==> config.mk <==
export PLATFORM = sky130hd
export DESIGN_NAME = ffbp_ctrl
export DESIGN_NICKNAME = d
export VERILOG_FILES = /design/src/rtl/core/ffbp_pkg.sv /design/src/rtl/core/ffbp_ctrl.sv
export SDC_FILE = /design/constraint.sdc
export NUM_CORES = 1
export LEC_CHECK = 0
export BUFFER_PORTS_ARGS = -buffer_cell sky130_fd_sc_hd__buf_2
export CORE_AREA = 2 2 39 41
export DETAILED_ROUTE_END_ITERATION = 12
export DIE_AREA = 0 0 41 43
export GPL_TIMING_DRIVEN = 0
export PLACE_DENSITY_LB_ADDON = 0.05
export RECOVER_POWER = 100
export SLEW_MARGIN = 20
export SYNTH_ARGS = -nofsm -noshare
export SYNTH_HDL_FRONTEND = slang
export SYNTH_SLANG_ARGS = --single-unit
==> constraint.sdc <==
create_clock -name clock -period 2.5 [get_ports clock]
set_input_delay 0.25 -clock clock [delete_from_list [all_inputs] [get_ports clock]]
set_output_delay 0.25 -clock clock [all_outputs]
set_load 0.02 [all_outputs]
==> src/rtl/core/ffbp_pkg.sv <==
`timescale 1ns / 1ps
`default_nettype none
// ----------------------------------------------------------------------------
// ffbp_pkg
// Shared constants, request codes and controller/datapath bundles for the
// fixed-size block pool allocator.
// ----------------------------------------------------------------------------
package ffbp_pkg;

   localparam int unsigned CHUNK_SLOTS_DEF  = 1024;
   localparam int unsigned MAX_CHUNKS_DEF   = 4;
   localparam int unsigned HEADER_BYTES_DEF = 12;

   localparam int unsigned INDEX_SPACE = 4096;
   localparam int unsigned IDX_W       = 12;
   localparam int unsigned REQ_W       = 2;
   localparam int unsigned OFF_W       = 24;
   localparam int unsigned PB_W        = 12;
   localparam int unsigned SIZE_W      = 13;
   localparam int unsigned COUNT_W     = 13;
   localparam int unsigned PROD_W      = 25;
   localparam int unsigned DIV_CNT_W   = 5;

   localparam int unsigned CSR_ADDR_W = 3;
   localparam int unsigned CSR_DATA_W = 32;
   localparam logic [CSR_ADDR_W-3:0] CSR_PAYLOAD_BYTES_IDX = '0;
   localparam logic [PB_W-1:0] PAYLOAD_BYTES_RESET = 12'd64;

   typedef enum logic [REQ_W-1:0] {
      REQ_ALLOC = 2'd0,
      REQ_FREE  = 2'd1,
      REQ_CHECK = 2'd2,
      REQ_NONE  = 2'd3
   } req_kind_type;

   typedef struct packed {
      logic load;
      logic alloc_step;
      logic mul_step;
      logic free_step;
      logic div_step;
      logic finish;
   } cmd_type;

   typedef struct packed {
      req_kind_type kind;
      logic         div_last;
      logic         out_free;
   } sts_type;

endpackage
`default_nettype wire

==> src/rtl/core/ffbp_ctrl.sv <==
`timescale 1ns / 1ps
`default_nettype none
// ----------------------------------------------------------------------------
// ffbp_ctrl
// Sequencer of the block pool: takes one transaction, steps the datapath
// through it and hands the result to the output register.
// ----------------------------------------------------------------------------
module ffbp_ctrl (
   input  wire logic              clock,
   input  wire logic              reset,
   input  wire logic              req_valid,
   output      logic              req_ready,
   input  wire ffbp_pkg::sts_type sts,
   output      ffbp_pkg::cmd_type cmd
);
   import ffbp_pkg::*;

   typedef enum logic [5:0] {
      S_IDLE  = 6'b000001,
      S_ALLOC = 6'b000010,
      S_MUL   = 6'b000100,
      S_FREE  = 6'b001000,
      S_DIV   = 6'b010000,
      S_DONE  = 6'b100000
   } state_type;

   state_type state_ff, state_in;

   always_comb begin
      state_in  = state_ff;
      cmd       = '0;
      req_ready = 1'b0;
      unique case (state_ff)
         S_IDLE: begin
            req_ready = 1'b1;
            if (req_valid) begin
               cmd.load = 1'b1;
               unique case (sts.kind)
                  REQ_ALLOC: state_in = S_ALLOC;
                  REQ_FREE:  state_in = S_FREE;
                  REQ_CHECK: state_in = S_DIV;
                  default:   state_in = S_DONE;
               endcase
            end
         end
         S_ALLOC: begin
            cmd.alloc_step = 1'b1;
            state_in       = S_MUL;
         end
         S_MUL: begin
            cmd.mul_step = 1'b1;
            state_in     = S_DONE;
         end
         S_FREE: begin
            cmd.free_step = 1'b1;
            state_in      = S_DONE;
         end
         S_DIV: begin
            cmd.div_step = 1'b1;
            if (sts.div_last) begin
               state_in = S_DONE;
            end
         end
         S_DONE: begin
            // Wait until the previous response has been taken.
            if (sts.out_free) begin
               cmd.finish = 1'b1;
               state_in   = S_IDLE;
            end
         end
         default: state_in = S_IDLE;
      endcase
   end

   always_ff @(posedge clock) begin
      if (reset) begin
         state_ff <= S_IDLE;
      end else begin
         state_ff <= state_in;
      end
   end

endmodule
`default_nettype wire

Yosys cells after proc, flatten, opt, wreduce, memory -nomap -nowiden:

Cells that the tools add are included.

* bits in registers: 6
* input port bits: 7
* output and inout port bits: 7
* word-level logic and storage cells: 29

* equal/unequal tests: 11
* mux-type cells: 14
* reductions and logical operators: 3

Operator list (count)
* $pmux W6 S5: 1
* $mux W6: 3
* $pmux W6 S3: 1
* $mux W1: 9
* $eq A6 B1 Y1 const B: 1
* $eq A6 B2 Y1 const B: 1
* $eq A6 B3 Y1 const B: 1
* $eq A6 B4 Y1 const B: 1
* $eq A6 B5 Y1 const B: 1
* $eq A6 B6 Y1 const B: 1
* $ne A2 B2 Y1 const B: 3
* $reduce_and A3 Y1: 1
* $eq A2 B1 Y1 const B: 1
* $eq A2 B2 Y1 const B: 1
* $logic_not A2 Y1: 1
* $reduce_or A2 Y1: 1

Depth between registers and ports, before layout:

Gate-level depths: netlist of the first run.

* word-level depth: 4
* gate-level depth with buffers: 5
* gate-level depth less buffers: 5

Least setup slack after synthesis of the first run:

Ideal clock, no wire load.

* path kind: register -> register
* start point: register state_ff[2]
* end point: register state_ff[5]
* library setup time: 0.060 ns
* data arrival time: 1.339 ns
* required time: 2.440 ns
* setup slack: 1.101 ns
* cell stages (with the launch flop): 6
* buffers on the path: 0
* clock period less this slack: 1.399 ns
* path through: dfxtp_1 nor4_4 nand3b_2 inv_1 and3_2 o311a_1

* word-level cells in the longest chain between the ends: 3
* elaborated cells between the ends (all ways): 12
* those cells by class: eq/ne (9); mux (1); reduce/logical (2)

Ends and longest elaborated chain
* start: declaration: line ffbp_ctrl.sv:27 `state_type state_ff, state_in;`
* start signal: assignment: line ffbp_ctrl.sv:79 `state_ff <= state_in;`
* $eq A6 B4 Y1 (tied with other cells): line ffbp_ctrl.sv:33 `unique case (state_ff)`
* $reduce_or A2 Y1 (no source line) / $ne A2 B2 Y1 (equally long branches)
* $pmux W6 S5 / $reduce_and A3 Y1 (equally long branches)

Several ways; a longest one is shown, not always the timed one.
A chain may end at the register's enable or synchronous reset.

==> run metrics, run 1 <==
Post-Syn Nets=48; Max H-tree Level=1; total power=0.469 mW; PwrDens=1050 nW/um^2; worst vdd ir=0.000459 V; initial detailed-routing violation count=2; fin util=32.3%; worst endpoint data arrival time=1660 ps; RSZ-0062 raised after global routing=no; Fin Setup TNS=0 ps; Fmax=524 MHz; Comb power frac=47.7%; drt total wl=929 um; layout cell share with drive strength beyond 1=26.3%; post-synth cell types=24; Die W=41 um; Setup Buffers After CTS=0; Sw Share=45.5%; P_int=0.255 mW; Max Cap Violations=0; initial core utilization=26.5%; number of synthesized register bits=6; cell area after layout=447 sq um; CTS tree=yes; Final Hold Fails=0; Pins Over Slew Limit=0; via count=395; Worst-Skew Late Latency=250 ps; CTS buffer count=3; P_sw=0.213 mW; Placer Congestion=0.694; row count=14; Core Area=1380 sq um; Max clock buf depth=2; antenna cells=0; largest net degree at the start of global routing=8; initial antenna violation count=0; placed wire-length estimate=747 um; Root Buffer=clkbuf_4; synthesized area=367 sq um; average routed wire per standard cell=12.7 um; kind of critical path=reg2out; number of global-route vias before repair=337; Mapped Cells=41; period utilization=76.3%; Finish-stage setup viols=0; first-pass GRT wire length=1350 um; Congestion Overflow GR=0; antenna-violating nets left=0; sequential power share=33.1%; IO Port Bufs=13; die area=1760 sq um; Top Registers=state_ff x6; drc violations=0; max reg flops=6; clk slew on worst S/H paths=40 ps; Die Span Y=43 um; clock power share=19.2%; critical path startpoint category=flip-flop; vias per inst=5.41; Syn-to-layout area delta=21.8%; post_cts resized=0; Biggest register=state_ff; Worst Setup End Kind=primary output; Worst Hold Class=in2reg; Required @ worst endpoint=2250 ps; Mapped Avg Cell Area=8.94 sq um; skew final=1.38 ps; Pleak=0.213 nW; nets=66; cts hold-fix bufs=0; # clock sinks=6; Warnings, synthesis=0; outcome=finished clean; sequential element share of the synthesized area=32.8%; Slew @ Worst Pin=523 ps; I/O pin cnt=14; All-Layer GR Usage=12.2%; worst-path maximum fanout=6; DRT Pass-1 Iters=4; Tmin final=1910 ps; Max-slew headroom=64.8%; Placement Cell Area=452 sq um
-- critical path: stages, from the launching register on --
cell	delay (ps)
dfxtp_1	350
nor4_1	510
nand3b_2	200
nor2_1	120
clkbuf_1	230
-- layer usage --
layer  vias up  routed length (um)  track usage, %
met2        17                 454            19.1
met4         0                  35            10.0
li1        191                   -               -
met1       182                 369            11.7
met3         5                  70            4.71
met5         -                   0               0
-- cells in the final DEF, fill, tap and decap left out, types with 2 or more instances in the layout --
cell	count
inv_1	3
and3_2	2
clkbuf_1	6
nor2_1	6
buf_2	7
clkbuf_4	3
nor3_1	4
dfxtp_1	6
nand3_1	2
-- area by class of cell --
cell class,instances,area (sq um)
clock buffers,3,22.5
repair buffers,13,57.6
well taps,16,20.0
multi-input cells,32,215
fillers,158,937
flip-flops and latches,6,120
inverters,3,11.3
-- logic make-up (layout without fill, tap and decap cells) --
kind of cell           count (synthesis)  after routing  synth area share [%]
XOR/XNOR                               1              1                  2.39
flip-flops                             6              6                  32.8
AO/OA/AOI/OAI                          6              6                  14.0
buffers and inverters                  3             19                  3.07
AND/OR/NAND/NOR                       25             25                  47.8
-- worst paths after layout --
kind | from | end | slack, ps | depth (start not counted)
worst max-delay path | state_ff[2] | cmd[5] | 590 | 4
worst min register to register | state_ff[1] | state_ff[2] | 540 | 2
worst max register to register | state_ff[2] | state_ff[5] | 690 | 4
worst min-delay path | reset | state_ff[1] | 210 | 2
-- power groups by stage --
stage                     clock network (mW)  logic (mW)  registers [mW]
after detailed placement                   0       0.241           0.164
after floorplan                            0       0.181           0.153
after CTS                             0.0935       0.243           0.162
after global routing                  0.0963       0.248           0.161
final                                 0.0899       0.224           0.155
after global placement                     0       0.235           0.160
-- stage by stage --
| stage | hold WS [ps] | worst slack [ps] | cells |
|---|---|---|---|
| after floorplan | 319 | 1100 | 41 |
| after global placement | 471 | 1070 | 70 |
| after detailed placement | 469 | 1040 | 70 |
| after CTS | 208 | 758 | 73 |
| after global routing | 210 | 384 | 73 |
| final | 214 | 591 | 73 |
-- synth_stat cells --
cell type	count	area (sq um)
dfxtp_1	6	120
nor2_1	6	22.5
nor3_1	4	20.0
inv_1	3	11.3
and3_2	2	15.0
nand3_1	2	10.0
a21oi_1	1	5.00
and3_1	1	6.26
and3b_2	1	10.0
and4_1	1	8.76
nand3b_1	1	7.51
nand3b_2	1	11.3
nand4b_1	1	8.76
nor3_2	1	10.0
nor3b_1	1	7.51
nor4_4	1	21.3
nor4bb_1	1	10.0
o211a_1	1	10.0
o211ai_2	1	12.5
o21ai_0	1	5.00
o311a_1	1	10.0
o41ai_1	1	8.76
or3_1	1	6.26
xor2_1	1	8.76
(Power assumes the default switching activity.)
==> inputs of run 2 (changes only) <==
==> constraint.sdc (replaced) <==
create_clock -name clock -period 1.8 [get_ports clock]
set_input_delay 0.18 -clock clock [delete_from_list [all_inputs] [get_ports clock]]
set_output_delay 0.18 -clock clock [all_outputs]
set_load 0.02 [all_outputs]
==> run 2 against run 1 <==
Effect of this change: register-to-register slack lost 490 ps; via count down 1.5%; non-clock buffer count did not move; die area is the same; sequential power grew 45%; flip-flop and latch count unchanged; first-iteration DRC count down 100%; hold slack got worse by 68 ps; clock power is 39% higher; core utilization grew 1.2 points; largest power group unchanged.
==> run metrics, run 2 (synthesized netlist as in run 1, its figures left out) <==
CTS buffer count=3 (unchanged); cells along the critical path=nor4_4 > nand3b_2 > inv_1 > clkbuf_2; setup ws final=159 ps (-433 ps); antenna cells=0 (unchanged); clk slew on worst S/H paths=40 ps (about the same); met3 WL post-DR=59 um (-16%); worst vdd ir=0.000641 V (+40%); largest net degree at the start of global routing=8 (unchanged); Setup Buffers After CTS=0 (unchanged); # clock sinks=6 (unchanged); skew final=1.20 ps (-0.186 ps); I/O pin cnt=14 (unchanged); IO Port Bufs=13 (unchanged); commonest non-fill, non-tap cells in the layout=6 x nor2_1, 6 x buf_2, 6 x dfxtp_1; drt total wl=924 um (-0.54%); top sig layer=met4; Required @ worst endpoint=1620 ps (-630 ps); Core Area=1380 sq um (unchanged); PwrDens=1460 nW/um^2 (+39%); Post-Place Setup Slack=345 ps (-696 ps); Placer Congestion=0.694 (unchanged); R2R depth=4 (unchanged); Pleak=0.222 nW (+4.5%); All-Layer GR Usage=12.2% (unchanged); initial core utilization=26.5% (unchanged); Worst Setup End Kind=primary output; die area=1760 sq um (unchanged); placed wire-length estimate=747 um (unchanged); first-pass GRT wire length=1350 um (unchanged); nets=66 (unchanged); Worst path depth=4 (unchanged); CTS tree=yes; average routed wire per standard cell=12.7 um (-0.54%); RSZ-0062 raised after global routing=no; Max clock buf depth=2 (unchanged); outcome=finished clean; hold depth=2 (unchanged); crit-path max cell delay=370 ps (-140 ps); Fin Setup TNS=0 ps (unchanged); met2 WL post-DR=471 um (+3.7%); cts hold-fix bufs=0 (unchanged); row count=14 (unchanged); Max Cap Violations=0 (unchanged); Seq. cell area=120 sq um (unchanged); antenna-violating nets left=0 (unchanged); Tmin final=1640 ps; delay-heaviest family, CP=simple AND/OR/NAND/NOR gates; Root Buffer=clkbuf_4; post-route insts no fill=73 (unchanged); Biggest register=state_ff; M1 WL=374 um (+1.4%); Max-slew headroom=67.7% (+2.8 points); worst endpoint data arrival time=1460 ps (-200 ps); Die Span Y=43 um (unchanged); via count=389 (-1.5%); cell area after layout=463 sq um (+3.6%); placed insts=70 (unchanged); critical path's slowest cell=dfxtp_1; kind of critical path=reg2out; DRT Pass-1 Iters=1 (-3); Max H-tree Level=1 (unchanged); number of global-route vias before repair=337 (unchanged); Syn-to-layout area delta=26.3%; Final Hold Fails=0 (unchanged); Slew @ Worst Pin=478 ps (-44.1 ps); vias per inst=5.33 (-1.5%); Worst Hold Class=in2reg; Worst-Skew Late Latency=250 ps (about the same); max reg flops=6 (unchanged); fillcell total=158 (unchanged); drc violations=0 (unchanged); initial antenna violation count=0 (unchanged); initial detailed-routing violation count=0 (-2); area of the multi-input gates=230 sq um (+7.0%); hold_ws=147 ps (-67.5 ps); Pins Over Slew Limit=0 (unchanged); worst-path maximum fanout=6 (unchanged); Congestion Overflow GR=0 (unchanged); Fmax=609 MHz; critical path buffer and inverter count=2 (+1); Finish-stage setup viols=0 (unchanged); critical path startpoint category=flip-flop; Die W=41 um (unchanged); Top Registers=state_ff x6; post_cts resized=0 (unchanged); period utilization=91.2%; Placement Cell Area=452 sq um (unchanged); layout cell share with drive strength beyond 1=29.8% (+3.5 points)
run 2: changes by cell type in the layout (fill, tap and decap cells not counted), sizes merged:
cell,delta
clkbuf,+1
buf,-1
run 2: metrics by stage:
| step | total power, mW | utilization (%) |
|---|---|---|
| after global routing | 0.725 | 33.5 |
| after detailed placement | 0.562 | 32.6 |
| final | 0.674 | 33.5 |
| after CTS | 0.692 | 34.3 |
| after global placement | 0.548 | 32.6 |
| after floorplan | 0.464 | - |
run 2: worst register-to-register path, cell delays in order, from the launching register on:
cell      delay [ps]
dfxtp_1          370
nor4_4           330
nand3b_2         170
o211ai_1         440
o311a_1          240
run 2: cell type report:
type                    instances  share of cell area [%]
clock buffers                   3                    4.86
inverters                       3                    2.43
multi-input cells              32                    49.7
flip-flops and latches          6                    25.9
well taps                      16                    4.32
repair buffers                 13                    12.7
run 2: power breakdown:
part	internal (mW)	switching, mW
Combinational	0.125	0.200
Clock	0.0754	0.0493
Sequential	0.167	0.0561
run 2: worst paths after layout:
check,start,to,slack (ps)
worst max-delay path,state_ff[2],req_ready,160
worst min-delay path,reset,state_ff[1],150
worst min register to register,state_ff[1],state_ff[2],570
worst max register to register,state_ff[2],state_ff[5],200
run 2: routing by layer:
metal / vias up / global-route usage, %
li1: 190 / -
met3: 4 / 4.71
met1: 185 / 11.7
met2: 10 / 19.1
met5: - / 0
met4: 0 / 10.0
==> inputs of run 3 (changes only) <==
--- a/config.mk
+++ b/config.mk
@@ -10,7 +10,7 @@
 export DETAILED_ROUTE_END_ITERATION = 12
 export DIE_AREA = 0 0 41 43
 export GPL_TIMING_DRIVEN = 0
-export PLACE_DENSITY_LB_ADDON = 0.05
+export PLACE_DENSITY_LB_ADDON = 0.15
 export RECOVER_POWER = 100
 export SLEW_MARGIN = 20
 export SYNTH_ARGS = -nofsm -noshare
==> run 3 against run 2 <==
Effect of this change: via count fell by 7.2%; combinational power shrank 2%; maximum frequency down 0.38%; routed wire length fell by 13%; cell count stayed put; final area is 0.27% lower; largest cell class unchanged; highest routed layer unchanged.
==> run metrics, run 3 (synthesized netlist as in run 1, its figures left out) <==
drt total wl=805 um (-13%); max reg flops=6 (unchanged); via count=361 (-7.2%); Placer Congestion=0.716 (+3.2%); met2 WL post-DR=359 um (-24%); fillcell total=152 (-3.8%); Max H-tree Level=1 (unchanged); met3 WL post-DR=70 um (+19%); Post-Place Setup Slack=330 ps (-15.5 ps); outcome=finished clean; row count=14 (unchanged); critical path buffer and inverter count=2 (unchanged); initial antenna violation count=0 (unchanged); R2R depth=4 (unchanged); number of global-route vias before repair=308 (-8.6%); period utilization=91.5% (+0.35 points); # clock sinks=6 (unchanged); delay-heaviest family, CP=simple AND/OR/NAND/NOR gates; placed wire-length estimate=632 um (-15%); Pins Over Slew Limit=0 (unchanged); PwrDens=1430 nW/um^2 (-1.7%); I/O pin cnt=14 (unchanged); Setup Buffers After CTS=0 (unchanged); Final Hold Fails=0 (unchanged); critical path startpoint category=flip-flop; commonest non-fill, non-tap cells in the layout=6 x nor2_1, 6 x buf_2, 6 x clkbuf_1, 6 x dfxtp_1, 4 x nor3_1; Sw Share=44.7% (-0.67 points); antenna-violating nets left=0 (unchanged); Max Cap Violations=0 (unchanged); average routed wire per standard cell=11.0 um (-13%); r2r startpoint=state_ff[2]; CTS tree=yes; Worst Setup End Kind=primary output; P_sw=0.296 mW (-3.4%); hold depth=2 (unchanged); cell area after layout=462 sq um (-0.27%); Congestion Overflow GR=0 (unchanged); top sig layer=met4; Syn-to-layout area delta=25.9%; Core Area=1380 sq um (unchanged); Worst-Skew Late Latency=240 ps (about the same); RSZ-0062 raised after global routing=no; Die Span Y=43 um (unchanged); antenna cells=0 (unchanged); Slew @ Worst Pin=501 ps (+22.5 ps); Die W=41 um (unchanged); initial detailed-routing violation count=3 (+3); hold_sp=reset; M1 WL=367 um (-1.9%); Root Buffer=clkbuf_4; skew final=4.10 ps (+2.90 ps); IO Port Bufs=13 (unchanged); worst endpoint data arrival time=1470 ps (about the same); Worst Setup SP=state_ff[2]; initial core utilization=26.5% (unchanged); Comb power frac=47.9% (-0.4 points); Required @ worst endpoint=1620 ps (about the same); Worst Hold Class=in2reg; Max-slew headroom=66.5% (-1.2 points); first-pass GRT wire length=1290 um (-4.1%); Finish-stage setup viols=0 (unchanged); All-Layer GR Usage=11.7% (-0.51 points); drc violations=0 (unchanged); clk slew on worst S/H paths=50 ps (about the same); Fmax=607 MHz (-0.38%); Biggest register=state_ff; cts hold-fix bufs=0 (unchanged); largest net degree at the start of global routing=8 (unchanged); worst-path maximum fanout=6 (unchanged); placed insts=70 (unchanged); Fin Setup TNS=0 ps (unchanged); kind of critical path=reg2out; DRT Pass-1 Iters=4 (+3); cells along the critical path=nor4_4 > nand3b_2 > inv_1 > clkbuf_2; Pleak=0.219 nW (-1.4%); post_cts resized=0 (unchanged); vias per inst=4.95 (-7.2%); hold_ws=157 ps (+10.2 ps); critical path's slowest cell=dfxtp_1; Top Registers=state_ff x6; die area=1760 sq um (unchanged); Tmin final=1650 ps (+6.23 ps); nets=66 (unchanged); Max clock buf depth=2 (unchanged); P_int=0.365 mW (-0.73%); crit-path max cell delay=370 ps (about the same); setup ws final=153 ps (-6.23 ps); clock power share=18.8% (+0.3 points); CTS buffer count=3 (unchanged); Placement Cell Area=452 sq um (unchanged); Worst path depth=4 (unchanged); post-route insts no fill=73 (unchanged); sequential power share=33.3% (about the same); worst vdd ir=0.000677 V (+5.7%); layout cell share with drive strength beyond 1=28.1% (-1.8 points)
-- run 3: cell counts in the layout (fill, tap and decap cells not counted) --
No cell type changed its count.
-- run 3: area by class of cell --
| class | instances | area [sq um] | share of cell area (%) |
|---|---|---|---|
| multi-input cells | 32 | 230 | 49.9 |
| flip-flops and latches | 6 | 120 | 26.0 |
| repair buffers | 13 | 57.6 | 12.5 |
| clock buffers | 3 | 22.5 | 4.88 |
| well taps | 16 | 20.0 | 4.34 |
| inverters | 3 | 11.3 | 2.44 |
-- run 3: power groups by stage --
| stage | logic, mW | clock network (mW) | registers [mW] |
|---|---|---|---|
| after floorplan | 0.252 | 0 | 0.212 |
| after global placement | 0.333 | 0 | 0.223 |
| after detailed placement | 0.330 | 0 | 0.223 |
| after CTS | 0.331 | 0.132 | 0.220 |
| after global routing | 0.364 | 0.136 | 0.231 |
| final | 0.317 | 0.124 | 0.220 |
-- run 3: path summary, 6_finish.rpt --
path	endpoint	slack [ps]
worst max-delay path	req_ready	150
worst min-delay path	state_ff[1]	160
worst max register to register	state_ff[5]	160
worst min register to register	state_ff[2]	570
-- run 3: metal layers --
layer	vias to the layer above	GRT usage [%]
li1	189	-
met5	-	0
met3	2	6.28
met1	159	14.5
met4	0	8.00
met2	11	14.7
-- run 3: stage by stage --
step | power (mW) | utilization (%)
6_report | 0.661 | 33.4
5_1_grt | 0.731 | 33.4
4_1_cts | 0.683 | 34.3
3_5_place_dp | 0.552 | 32.6
3_3_place_gp | 0.556 | 32.6
2_1_floorplan | 0.464 | -
